File: config.mk
export PLATFORM = sky130hd
export DESIGN_NAME = bte_ctrl
export DESIGN_NICKNAME = d
export VERILOG_FILES = /design/src/design/bte_pkg.sv /design/src/design/bte_ctrl.sv
export SDC_FILE = /design/constraint.sdc
export NUM_CORES = 1
export LEC_CHECK = 0
export BUFFER_PORTS_ARGS = -buffer_cell sky130_fd_sc_hd__buf_2
export CAP_MARGIN = 20
export CELL_PAD_IN_SITES_DETAIL_PLACEMENT = 0
export CELL_PAD_IN_SITES_GLOBAL_PLACEMENT = 2
export CORE_ASPECT_RATIO = 0.7
export CORE_MARGIN = 10
export CORE_UTILIZATION = 24
export CTS_CLUSTER_SIZE = 14
export DETAILED_ROUTE_END_ITERATION = 12
export GPL_TIMING_DRIVEN = 0
export PLACE_DENSITY = 0.73
export SYNTH_ARGS = -nofsm -noshare
export SYNTH_HDL_FRONTEND = slang
export SYNTH_SLANG_ARGS = --single-unit
File: constraint.sdc
create_clock -name clk -period 2.11 [get_ports clk]
set_input_delay 0.211 -clock clk [delete_from_list [all_inputs] [get_ports clk]]
set_output_delay 0.211 -clock clk [all_outputs]
set_load 0.005 [all_outputs]
File: src/design/bte_pkg.sv
// Shared types and constants for the 4x4 block truncation encoder.
// No dependencies; imported by every module of the encoder.
package bte_pkg;

  localparam int MAX_WIDTH  = 1024;
  localparam int MAX_HEIGHT = 4096;
  localparam int PIX_W      = 8;
  localparam int COL_W      = $clog2(MAX_WIDTH);
  localparam int ROW_W      = 12;
  localparam int WID_W      = 11;
  localparam int HGT_W      = 13;
  localparam int ADDR_W     = $clog2(3 * MAX_WIDTH);
  localparam int SUM_W      = 12;
  localparam int NUM_W      = 13;
  localparam int DEN_W      = 6;
  localparam int CNT_W      = 4;
  localparam int NPIX       = 16;
  localparam int NSTORED    = 12;
  localparam int CFG_IDX_W  = 2;
  localparam int CFG_DATA_W = 13;
  localparam int OUT_W      = 32;

  localparam logic [WID_W-1:0] WIDTH_RST  = WID_W'(640);
  localparam logic [HGT_W-1:0] HEIGHT_RST = HGT_W'(480);

  localparam logic [CFG_IDX_W-1:0] CFG_WIDTH  = CFG_IDX_W'(0);
  localparam logic [CFG_IDX_W-1:0] CFG_HEIGHT = CFG_IDX_W'(1);

  typedef enum logic [3:0] {
    S_IDLE,
    S_READ,
    S_MEAN,
    S_CMP,
    S_DIVH_GO,
    S_DIVH_WAIT,
    S_DIVL_GO,
    S_DIVL_WAIT,
    S_DONE
  } bte_state_t;

  typedef struct packed {
    logic             pix_acc;
    logic             rd_en;
    logic [CNT_W-1:0] rd_idx;
    logic             mean_ld;
    logic             cmp_en;
    logic [CNT_W-1:0] cmp_idx;
    logic             div_start;
    logic             div_sel_hi;
    logic             cap_hi;
    logic             cap_lo;
    logic             out_load;
  } bte_cmd_t;

  typedef struct packed {
    logic blk_end;
    logic div_busy;
    logic div_done;
    logic out_free;
  } bte_sts_t;

endpackage

File: src/design/bte_ctrl.sv
// Controller state machine: pixel intake, block read-out, mean, compare, divisions, output load.
// Depends on bte_pkg; commands bte_datapath through bte_cmd_t.
module bte_ctrl import bte_pkg::*; (
  input  logic     clk,
  input  logic     rst_n,
  input  logic     in_tvalid,
  output logic     in_tready,
  input  bte_sts_t sts,
  output bte_cmd_t cmd
);

  bte_state_t       state_r, state_nxt;
  logic [CNT_W-1:0] cnt_r, cnt_nxt;

  always_comb begin
    state_nxt = state_r;
    cnt_nxt   = cnt_r;
    case (state_r)
      S_IDLE: begin
        cnt_nxt = '0;
        if (in_tvalid && sts.blk_end) begin
          state_nxt = S_READ;
        end
      end
      S_READ: begin
        cnt_nxt = cnt_r + CNT_W'(1);
        // The final S_READ state issues no read and lets the last registered read land in the buffer.
        if (cnt_r == CNT_W'(NSTORED)) begin
          state_nxt = S_MEAN;
        end
      end
      S_MEAN: begin
        cnt_nxt   = '0;
        state_nxt = S_CMP;
      end
      S_CMP: begin
        cnt_nxt = cnt_r + CNT_W'(1);
        if (cnt_r == CNT_W'(NPIX - 1)) begin
          state_nxt = S_DIVH_GO;
        end
      end
      S_DIVH_GO:   state_nxt = S_DIVH_WAIT;
      S_DIVH_WAIT: if (sts.div_done) begin
        state_nxt = S_DIVL_GO;
      end
      S_DIVL_GO:   state_nxt = S_DIVL_WAIT;
      S_DIVL_WAIT: if (sts.div_done) begin
        state_nxt = S_DONE;
      end
      S_DONE: if (sts.out_free) begin
        state_nxt = S_IDLE;
      end
      default: state_nxt = S_IDLE;
    endcase
  end

  always_comb begin
    in_tready = 1'b0;
    cmd       = '0;
    cmd.rd_idx  = cnt_r;
    cmd.cmp_idx = cnt_r;
    case (state_r)
      S_IDLE: begin
        in_tready   = 1'b1;
        cmd.pix_acc = in_tvalid;
      end
      S_READ:      cmd.rd_en = (cnt_r < CNT_W'(NSTORED));
      S_MEAN:      cmd.mean_ld = 1'b1;
      S_CMP:       cmd.cmp_en = 1'b1;
      S_DIVH_GO: begin
        cmd.div_start  = 1'b1;
        cmd.div_sel_hi = 1'b1;
      end
      S_DIVH_WAIT: cmd.cap_hi = sts.div_done;
      S_DIVL_GO:   cmd.div_start = 1'b1;
      S_DIVL_WAIT: cmd.cap_lo = sts.div_done;
      S_DONE:      cmd.out_load = sts.out_free;
      default: begin
      end
    endcase
  end

  always_ff @(posedge clk) begin
    if (!rst_n) begin
      state_r <= S_IDLE;
      cnt_r   <= '0;
    end else begin
      state_r <= state_nxt;
      cnt_r   <= cnt_nxt;
    end
  end

  a_block_stalls_input: assert property (@(posedge clk) disable iff (!rst_n)
    (in_tvalid && in_tready && sts.blk_end) |=> !in_tready)
    else $error("input taken while a block is being encoded");

  a_div_idle_on_start: assert property (@(posedge clk) disable iff (!rst_n)
    cmd.div_start |-> !sts.div_busy)
    else $error("divider started while busy");

  a_div_done_expected: assert property (@(posedge clk) disable iff (!rst_n)
    sts.div_done |-> (state_r == S_DIVH_WAIT || state_r == S_DIVL_WAIT))
    else $error("divider finished outside a wait state");

endmodule
==> results.tsv, run 1 <==
stage	metric	value	unit
outcome	run_status	finished, final reports clean	
floorplanning	ios	25	
global_route	grt_use_total	0.0759	
yosys	synth_seq_cells	8	
route	drtAntennaViolNets	0	
power_and_ir_drop	switchingPower	0.0000771	W
worst_setup_path	r2r-start	cnt_r[0]	
placement	placed_cell_area	762	um^2
worst_setup_path	path_class	reg2out	
timing	setup_viol_count_final	0	
route	vias_per_cell	4.44	
hold_path	min-delay-start	sts[0]	
worst_setup_path	r2r_setup_slack	0.41	ns
worst_setup_path	startpoint	state_r[2]	
worst_setup_path	timing.rr.end	state_r[2]	
clocking	htree_num_levels	1	
route	post-route-drc-count	0	
worst_setup_path	required	1.90	ns
layout	area_growth	29.8	%
layout	final_cell_area	785	um^2
yosys	synth_edf_count	0	
route	detail_route.wl_per_cell	12.9	um
yosys	ys_types	33	
route	routed_wl	1810	um
clocking	cts_sinks	8	
yosys	netlist_top_cells_count	8 x dfxtp_1, 8 x nand3_1, 7 x nor2_1	
yosys	synth_top_cell_by_area	dfxtp_1	
floorplanning	fp.dieW	80.0	um
worst_setup_path	cpPeakStageDelay	0.35	ns
power_and_ir_drop	vdd_drop_max	131	uV
floorplanning	die_area	0.00496	mm^2
placement	place_hpwl	1410	um
yosys	synth.cell_area	604	um^2
worst_setup_path	critPathLaunchType	flop	
layout	n_antenna_cell	0	
yosys	synthFlopType	dfxtp_1	
timing	min_period_over_period	0.817	
timing	hold_viol	0	
clocking	numCtsBuffers	3	
worst_setup_path	worstPathArrival	1.51	ns
yosys	yosysTopAreaCellShare	0.265	
power_and_ir_drop	seqPwrFrac	0.501	
timing	final.min_clock_period	1.72	ns
route	first_pass_iters	4	
yosys	yosysSeqAreaShare	0.265	
worst_setup_path	worstPathMaxFanout	10	
clocking	postCtsSetupRepairBufs	0	
yosys	syn_avg_cell_area	7.55	um^2
floorplanning	die_h	62.0	um
worst_setup_path	rr_worst_depth	5	
global_route	grt_pass1_wl	2970	um
power_and_ir_drop	clkPwrFrac	0.380	
floorplanning	start_util	0.248	
layout	layout-drive-gt1-share	0.340	
run	drv_cap	0	
power_and_ir_drop	internal_power	0.000237	W
placement	gp_congestion	0.720	
timing	fin_skew	0.00219	ns
clocking	hold_buffers	0	
global_route	grt_max_degree	11	
route	drt_iter0_drc	71	
global_route	antenna_found_initial	0	
clocking	clock_latency	0.25	ns
clocking	path_clk_slew	0.06	ns
placement	dp_cells	137	
clocking	clock-root-buffer	clkbuf_4	
timing	relSlewSlack	0.695	
power_and_ir_drop	combPwrFrac	0.119	
global_route	grt-ovfl-total	0	
timing	rsz0062_at_grt	no	
power_and_ir_drop	switching_share	0.246	
timing	drv_slew	0	
yosys	yosysWarnings	0	
yosys	postSynthCellCount	80	
worst_setup_path	path_cells	clkbuf_2 -> clkbuf_1 -> nand2b_1 -> nor3_1 -> buf_2	
layout	fin_cells	140	
route	vias	621	
placement	portBuffers	23	
yosys	syn_nets	89	
layout	nets	117	
worst_setup_path	endpoint_kind	output pin	
timing	max_clock_freq	0.580	GHz
clocking	tritoncts	built	
timing	setup_tns	0	ns
layout	n_fill_cell	281	
yosys	synthTopCellsByArea	dfxtp_1 27%, nand3_1 6.6%, buf_4 5.0%, nor2_1 4.3%, nand4b_1 4.3%	
clocking	post_cts_resized	0	
floorplanning	coreArea	0.00244	mm^2
hold_path	hold_class	in2reg	
timing	worst_slew_pin_slew	0.454	ns
yosys	synth-async-reset-ratio	0	
clocking	clockBufferDepth	2	
power_and_ir_drop	power_density	400	mW/mm^2
floorplanning	rows	15	
worst_setup_path	cp_slowest_cell	clkbuf_1	
power_and_ir_drop	leakagePower	0.367	nW
worst_setup_path	cp-endpoint	cmd[3]	
global_route	grt_pass1_vias	637	
metrics by stage:
| step | hold WS, ns | util | setup slack (ns) | total power, W |
|---|---|---|---|---|
| finish | 0.306 | 0.322 | 0.386 | 0.000314 |
| global route | 0.327 | 0.322 | 0.264 | 0.000333 |
| CTS | 0.297 | 0.322 | 0.371 | 0.000323 |
| detailed placement | 0.566 | 0.312 | 0.440 | 0.000199 |
| global placement | 0.557 | 0.312 | 0.437 | 0.000199 |
| floorplan | 0.434 | - | 0.596 | 0.000181 |
power by group through the flow:
| stage | clock (W) | combinational, W | sequential, W |
|---|---|---|---|
| final | 0.000119 | 0.0000375 | 0.000157 |
| after global routing | 0.000131 | 0.0000438 | 0.000158 |
| after CTS | 0.000128 | 0.0000382 | 0.000157 |
| after detailed placement | 0 | 0.0000382 | 0.000161 |
| after global placement | 0 | 0.0000381 | 0.000161 |
| after floorplan | 0 | 0.0000212 | 0.000160 |
area by class of cell:
cell class	instances	area, um^2	area share
Clock buffer	3	22.5	0.0287
Timing Repair Buffer	23	115	0.147
Multi-Input combinational cell	59	377	0.480
Buffer	11	60.1	0.0766
Sequential cell	8	160	0.204
Tap cell	34	42.5	0.0542
Inverter	2	7.51	0.00957
worst min path at each step:
stage	end	depth (start not counted)
after floorplan	state_r[1]	3
after global placement	cnt_r[1]	2
after detailed placement	cnt_r[1]	2
after CTS	state_r[3]	3
after global routing	state_r[1]	4
final	state_r[3]	3
worst max-delay path, delay by kind of cell (launching register included):
kind,cells,cell delay [ns]
simple gates,2,0.29
flops,1,0.30
buf+inv,3,0.67
metal layers:
layer | track usage | share of wire | vias up
li1 | - | - | 335
met2 | 0.113 | 0.38 | 19
met5 | 0 | 0 | -
met1 | 0.101 | 0.55 | 265
met4 | 0.0150 | 0.010 | 0
met3 | 0.0302 | 0.058 | 2
layout by cell type, fill, tap and decap left out:
cell	synthesis	layout
a21oi_2	1	1
nand2b_1	2	2
nor3b_1	1	1
and4b_1	1	1
o21ai_1	1	1
mux2_2	1	1
nor2_1	7	7
or4bb_1	1	1
o31ai_1	1	1
ha_1	2	2
o31a_1	1	1
and3_1	1	1
inv_1	2	2
nand3_1	8	8
clkbuf_4	0	3
buf_4	4	4
dfxtp_1	8	8
and2_1	2	2
a21boi_0	3	3
or4b_1	2	2
clkbuf_1	4	4
nor4_1	1	1
nand4b_1	3	3
o21a_1	1	1
nor4bb_1	1	1
clkbuf_2	1	1
nor3_2	1	1
o21ai_0	4	4
nor3_1	4	4
nand2_1	6	6
buf_2	2	25
a21oi_1	1	1
nand3b_1	1	1
nor2b_1	1	1
registers in the layout, indices dropped and copies added (netlist names):
signal / flops
state_r: 4
cnt_r: 4
cell families (layout without fill, tap and decap cells):
logic type,Yosys count,after routing,share of synthesized area
AND/OR/NAND/NOR,43,43,0.422
AO/OA/AOI/OAI,13,13,0.141
buffers and inverters,13,39,0.112
flip-flops,8,8,0.265
adder cells (fa/ha/maj),2,2,0.0414
multiplexers,1,1,0.0186
Note: power is estimated with default switching activity, not from simulation.
==> run 2: changes to the inputs <==
- ABC_AREA: unset -> 1
- CORE_UTILIZATION: 24 -> 20
- PLACE_DENSITY: 0.73 -> 0.69
- clock period: 2.11 -> 1.4 ns (I/O delays scaled with it)
==> results.tsv, run 2 <==
stage	metric	value	unit	change
outcome	run_status	finished, final reports clean		
worst_setup_path	critical_path_buf_inv_count	2		-1
layout	layout-drive-gt1-share	0.440		+0.100
floorplanning	start_util	0.215		-0.0331
clocking	clock-root-buffer	clkbuf_8		
yosys	postSynthCellCount	97		+21%
worst_setup_path	required	1.26	ns	-0.64 ns
yosys	synthFlopType	dfxtp_1		
clocking	tritoncts	built		
yosys	synth-async-reset-ratio	0		unchanged
power_and_ir_drop	vdd_drop_max	588	uV	+350%
yosys	synth_top_cell_by_area	dfxtp_1		
yosys	yosysWarnings	0		unchanged
yosys	syn_avg_cell_area	6.33	um^2	-16%
layout	final_cell_mix	23 x buf_2, 15 x inv_1, 15 x nor2_1		
yosys	synth_seq_cells	8		unchanged
worst_setup_path	worstPathArrival	1.18	ns	-0.33 ns
route	vias	711		+14%
layout	layout.cells.most_common	buf_2		
global_route	grt_max_degree	11		unchanged
global_route	grt_use_total	0.0723		-0.00359
power_and_ir_drop	combPwrFrac	0.565		+0.446
worst_setup_path	cpPeakStageDelay	0.38	ns	+0.03 ns
worst_setup_path	path_class	reg2out		
timing	rsz0062_at_grt	yes		
timing	relSlewSlack	0.786		+0.0914
yosys	synth_xor_area_frac	0.0143		+0.0143
timing	fin_skew	0.00461	ns	+0.00242 ns
layout	n_antenna_cell	0		unchanged
yosys	yosysTopAreaCellShare	0.261		-0.00432
timing	fin_ws	0.0759	ns	-0.310 ns
route	first_pass_iters	4		unchanged
timing	drv_slew	0		unchanged
worst_setup_path	endpoint_kind	output pin		
layout	top_regs	cnt_r x4, state_r x4		
clocking	cts_sinks	8		unchanged
layout	final_cell_area	887	um^2	+13%
power_and_ir_drop	switching_share	0.453		+0.208
yosys	yosysSeqAreaShare	0.261		-0.00432
layout	area_growth	44.4	%	
route	detail_route.wl_per_cell	12.4	um	-3.9%
power_and_ir_drop	seqPwrFrac	0.270		-0.231
yosys	synth_compound_area_frac	0.0672		-0.0736
floorplanning	die_area	0.00572	mm^2	+15%
worst_setup_path	crit_family	flip-flops		
worst_setup_path	critPathLaunchType	flop		
yosys	synth.cell_area	614	um^2	+1.7%
route	drtAntennaViolNets	0		unchanged
global_route	grt-ovfl-total	0		unchanged
timing	min_period_over_period	0.946		
route	routed_wl	2000	um	+10%
power_and_ir_drop	clkPwrFrac	0.165		-0.215
clocking	clock_latency	0.23	ns	-0.02 ns
worst_setup_path	cp_slowest_cell	dfxtp_4		
floorplanning	die_h	66.4	um	+7.1%
power_and_ir_drop	switchingPower	0.000749	W	+870%
yosys	syn_nets	106		+19%
clocking	clockBufferDepth	2		unchanged
yosys	synth_fa_ha_area_frac	0.0407		-0.000675
placement	portBuffers	23		unchanged
placement	post-place-ws	0.0309	ns	-0.409 ns
power_and_ir_drop	internal_power	0.000904	W	+280%
floorplanning	coreArea	0.00286	mm^2	+17%
floorplanning	rows	16		+1
timing	final.min_clock_period	1.32	ns	
yosys	synth_top_family_by_area	simple AND/OR/NAND/NOR gates		
timing	setup_viol_count_final	0		unchanged
clocking	numCtsBuffers	3		unchanged
timing	worst_slew_pin_slew	0.318	ns	-0.136 ns
placement	place_hpwl	1590	um	+13%
worst_setup_path	path_cells	inv_2 -> nor2_4 -> nand2_1 -> a21oi_1 -> buf_2		
timing	max_clock_freq	0.755	GHz	
clocking	htree_num_levels	1		unchanged
yosys	synth_edf_count	0		unchanged
yosys	muxShareOfSynthArea	0		-0.0186
run	drv_cap	0		unchanged
route	drt_iter0_drc	49		-31%
floorplanning	ios	25		unchanged
yosys	ys_types	19		-42%
yosys	synth_most_common_cell	nor2_1		
timing	hold_viol	0		unchanged
yosys	netlist_top_cells_count	18 x nor2_1, 16 x inv_1, 14 x nand2_1		
worst_setup_path	worstPathMaxFanout	6		-4
power_and_ir_drop	leakagePower	0.488	nW	+33%
placement	placed_cell_area	774	um^2	+1.6%
route	vias_per_cell	4.42		-0.44%
placement	gp_congestion	0.789		+9.7%
power_and_ir_drop	power_density	1860	mW/mm^2	+370%
yosys	synth-simple-area-share	0.440		+0.0176
yosys	synthTopCellsByArea	dfxtp_1 26%, nor2_1 11%, inv_1 9.8%, nand2_1 8.6%, nand3_2 8.1%		
floorplanning	fp.dieW	86.2	um	+7.8%
route	post-route-drc-count	0		unchanged
global_route	antenna_found_initial	0		unchanged
clocking	path_clk_slew	0.04	ns	-0.02 ns
global_route	grt_pass1_wl	3220	um	+8.6%
global_route	grt_pass1_vias	643		+0.94%
layout	nets	136		+16%
hold_path	hold_class	in2reg		
-- run 2: tightest hold or removal path, delay by kind of cell --
kind          cells  cell delay (ns)
simple gates      2             0.10
buf+inv           1             0.13
-- run 2: final timing paths --
check	start	to	slack [ns]	cells past startpoint
worst max-delay path	state_r[0]	cmd[15]	0.08	5
worst min-delay path	rst_n	state_r[1]	0.18	3
worst max register to register	cnt_r[0]	state_r[1]	0.09	9
worst min register to register	cnt_r[1]	cnt_r[1]	0.52	2
-- run 2: routing by layer --
metal | wire length (um) | track usage
met5 | 0 | 0
met4 | 8 | 0.0181
met3 | 160 | 0.0333
met2 | 893 | 0.0991
met1 | 939 | 0.0982
-- run 2: stage by stage --
step           setup TNS (ns)  power [W]  hold WS, ns   util  std cells
2_1_floorplan               0   0.000951        0.261      -         97
6_report                    0    0.00165        0.184  0.310        161
5_1_grt                -0.112    0.00181        0.198  0.310        161
4_1_cts              -0.00493    0.00155        0.179  0.287        159
3_5_place_dp                0    0.00125        0.423  0.271        156
3_3_place_gp                0    0.00126        0.418  0.271        156
-- run 2: final cells by class --
class | count | area (um^2)
buffer | 5 | 41.3
inverter | 18 | 67.6
timing repair buffer | 25 | 130
sequential | 8 | 179
fill | 334 | 1980
multi-input combinational | 66 | 383
tap | 36 | 45.0
clock buffer | 3 | 41.3
-- run 2: power by group through the flow --
stage	Sequential, W	Combinational (W)	Clock [W]
after CTS	0.000396	0.000871	0.000283
after global routing	0.000461	0.00105	0.000295
final	0.000446	0.000935	0.000273
after detailed placement	0.000388	0.000857	0
after global placement	0.000394	0.000861	0
after floorplan	0.000362	0.000589	0
-- run 2: what timing repair did --
action	4_1_cts	5_1_grt
pin swaps	0	2
setup buffers	0	2
gates resized for setup	3	17
setup endpoints to repair	5	10
hold buffers	0	0
-- run 2: kinds of logic (layout without fill, tap and decap cells) --
kind of cell | Yosys count | count (layout)
XOR/XNOR | 1 | 1
adder cells (fa/ha/maj) | 2 | 2
AO/OA/AOI/OAI | 8 | 8
AND/OR/NAND/NOR | 55 | 55
buffers and inverters | 23 | 51
flip-flops | 8 | 8
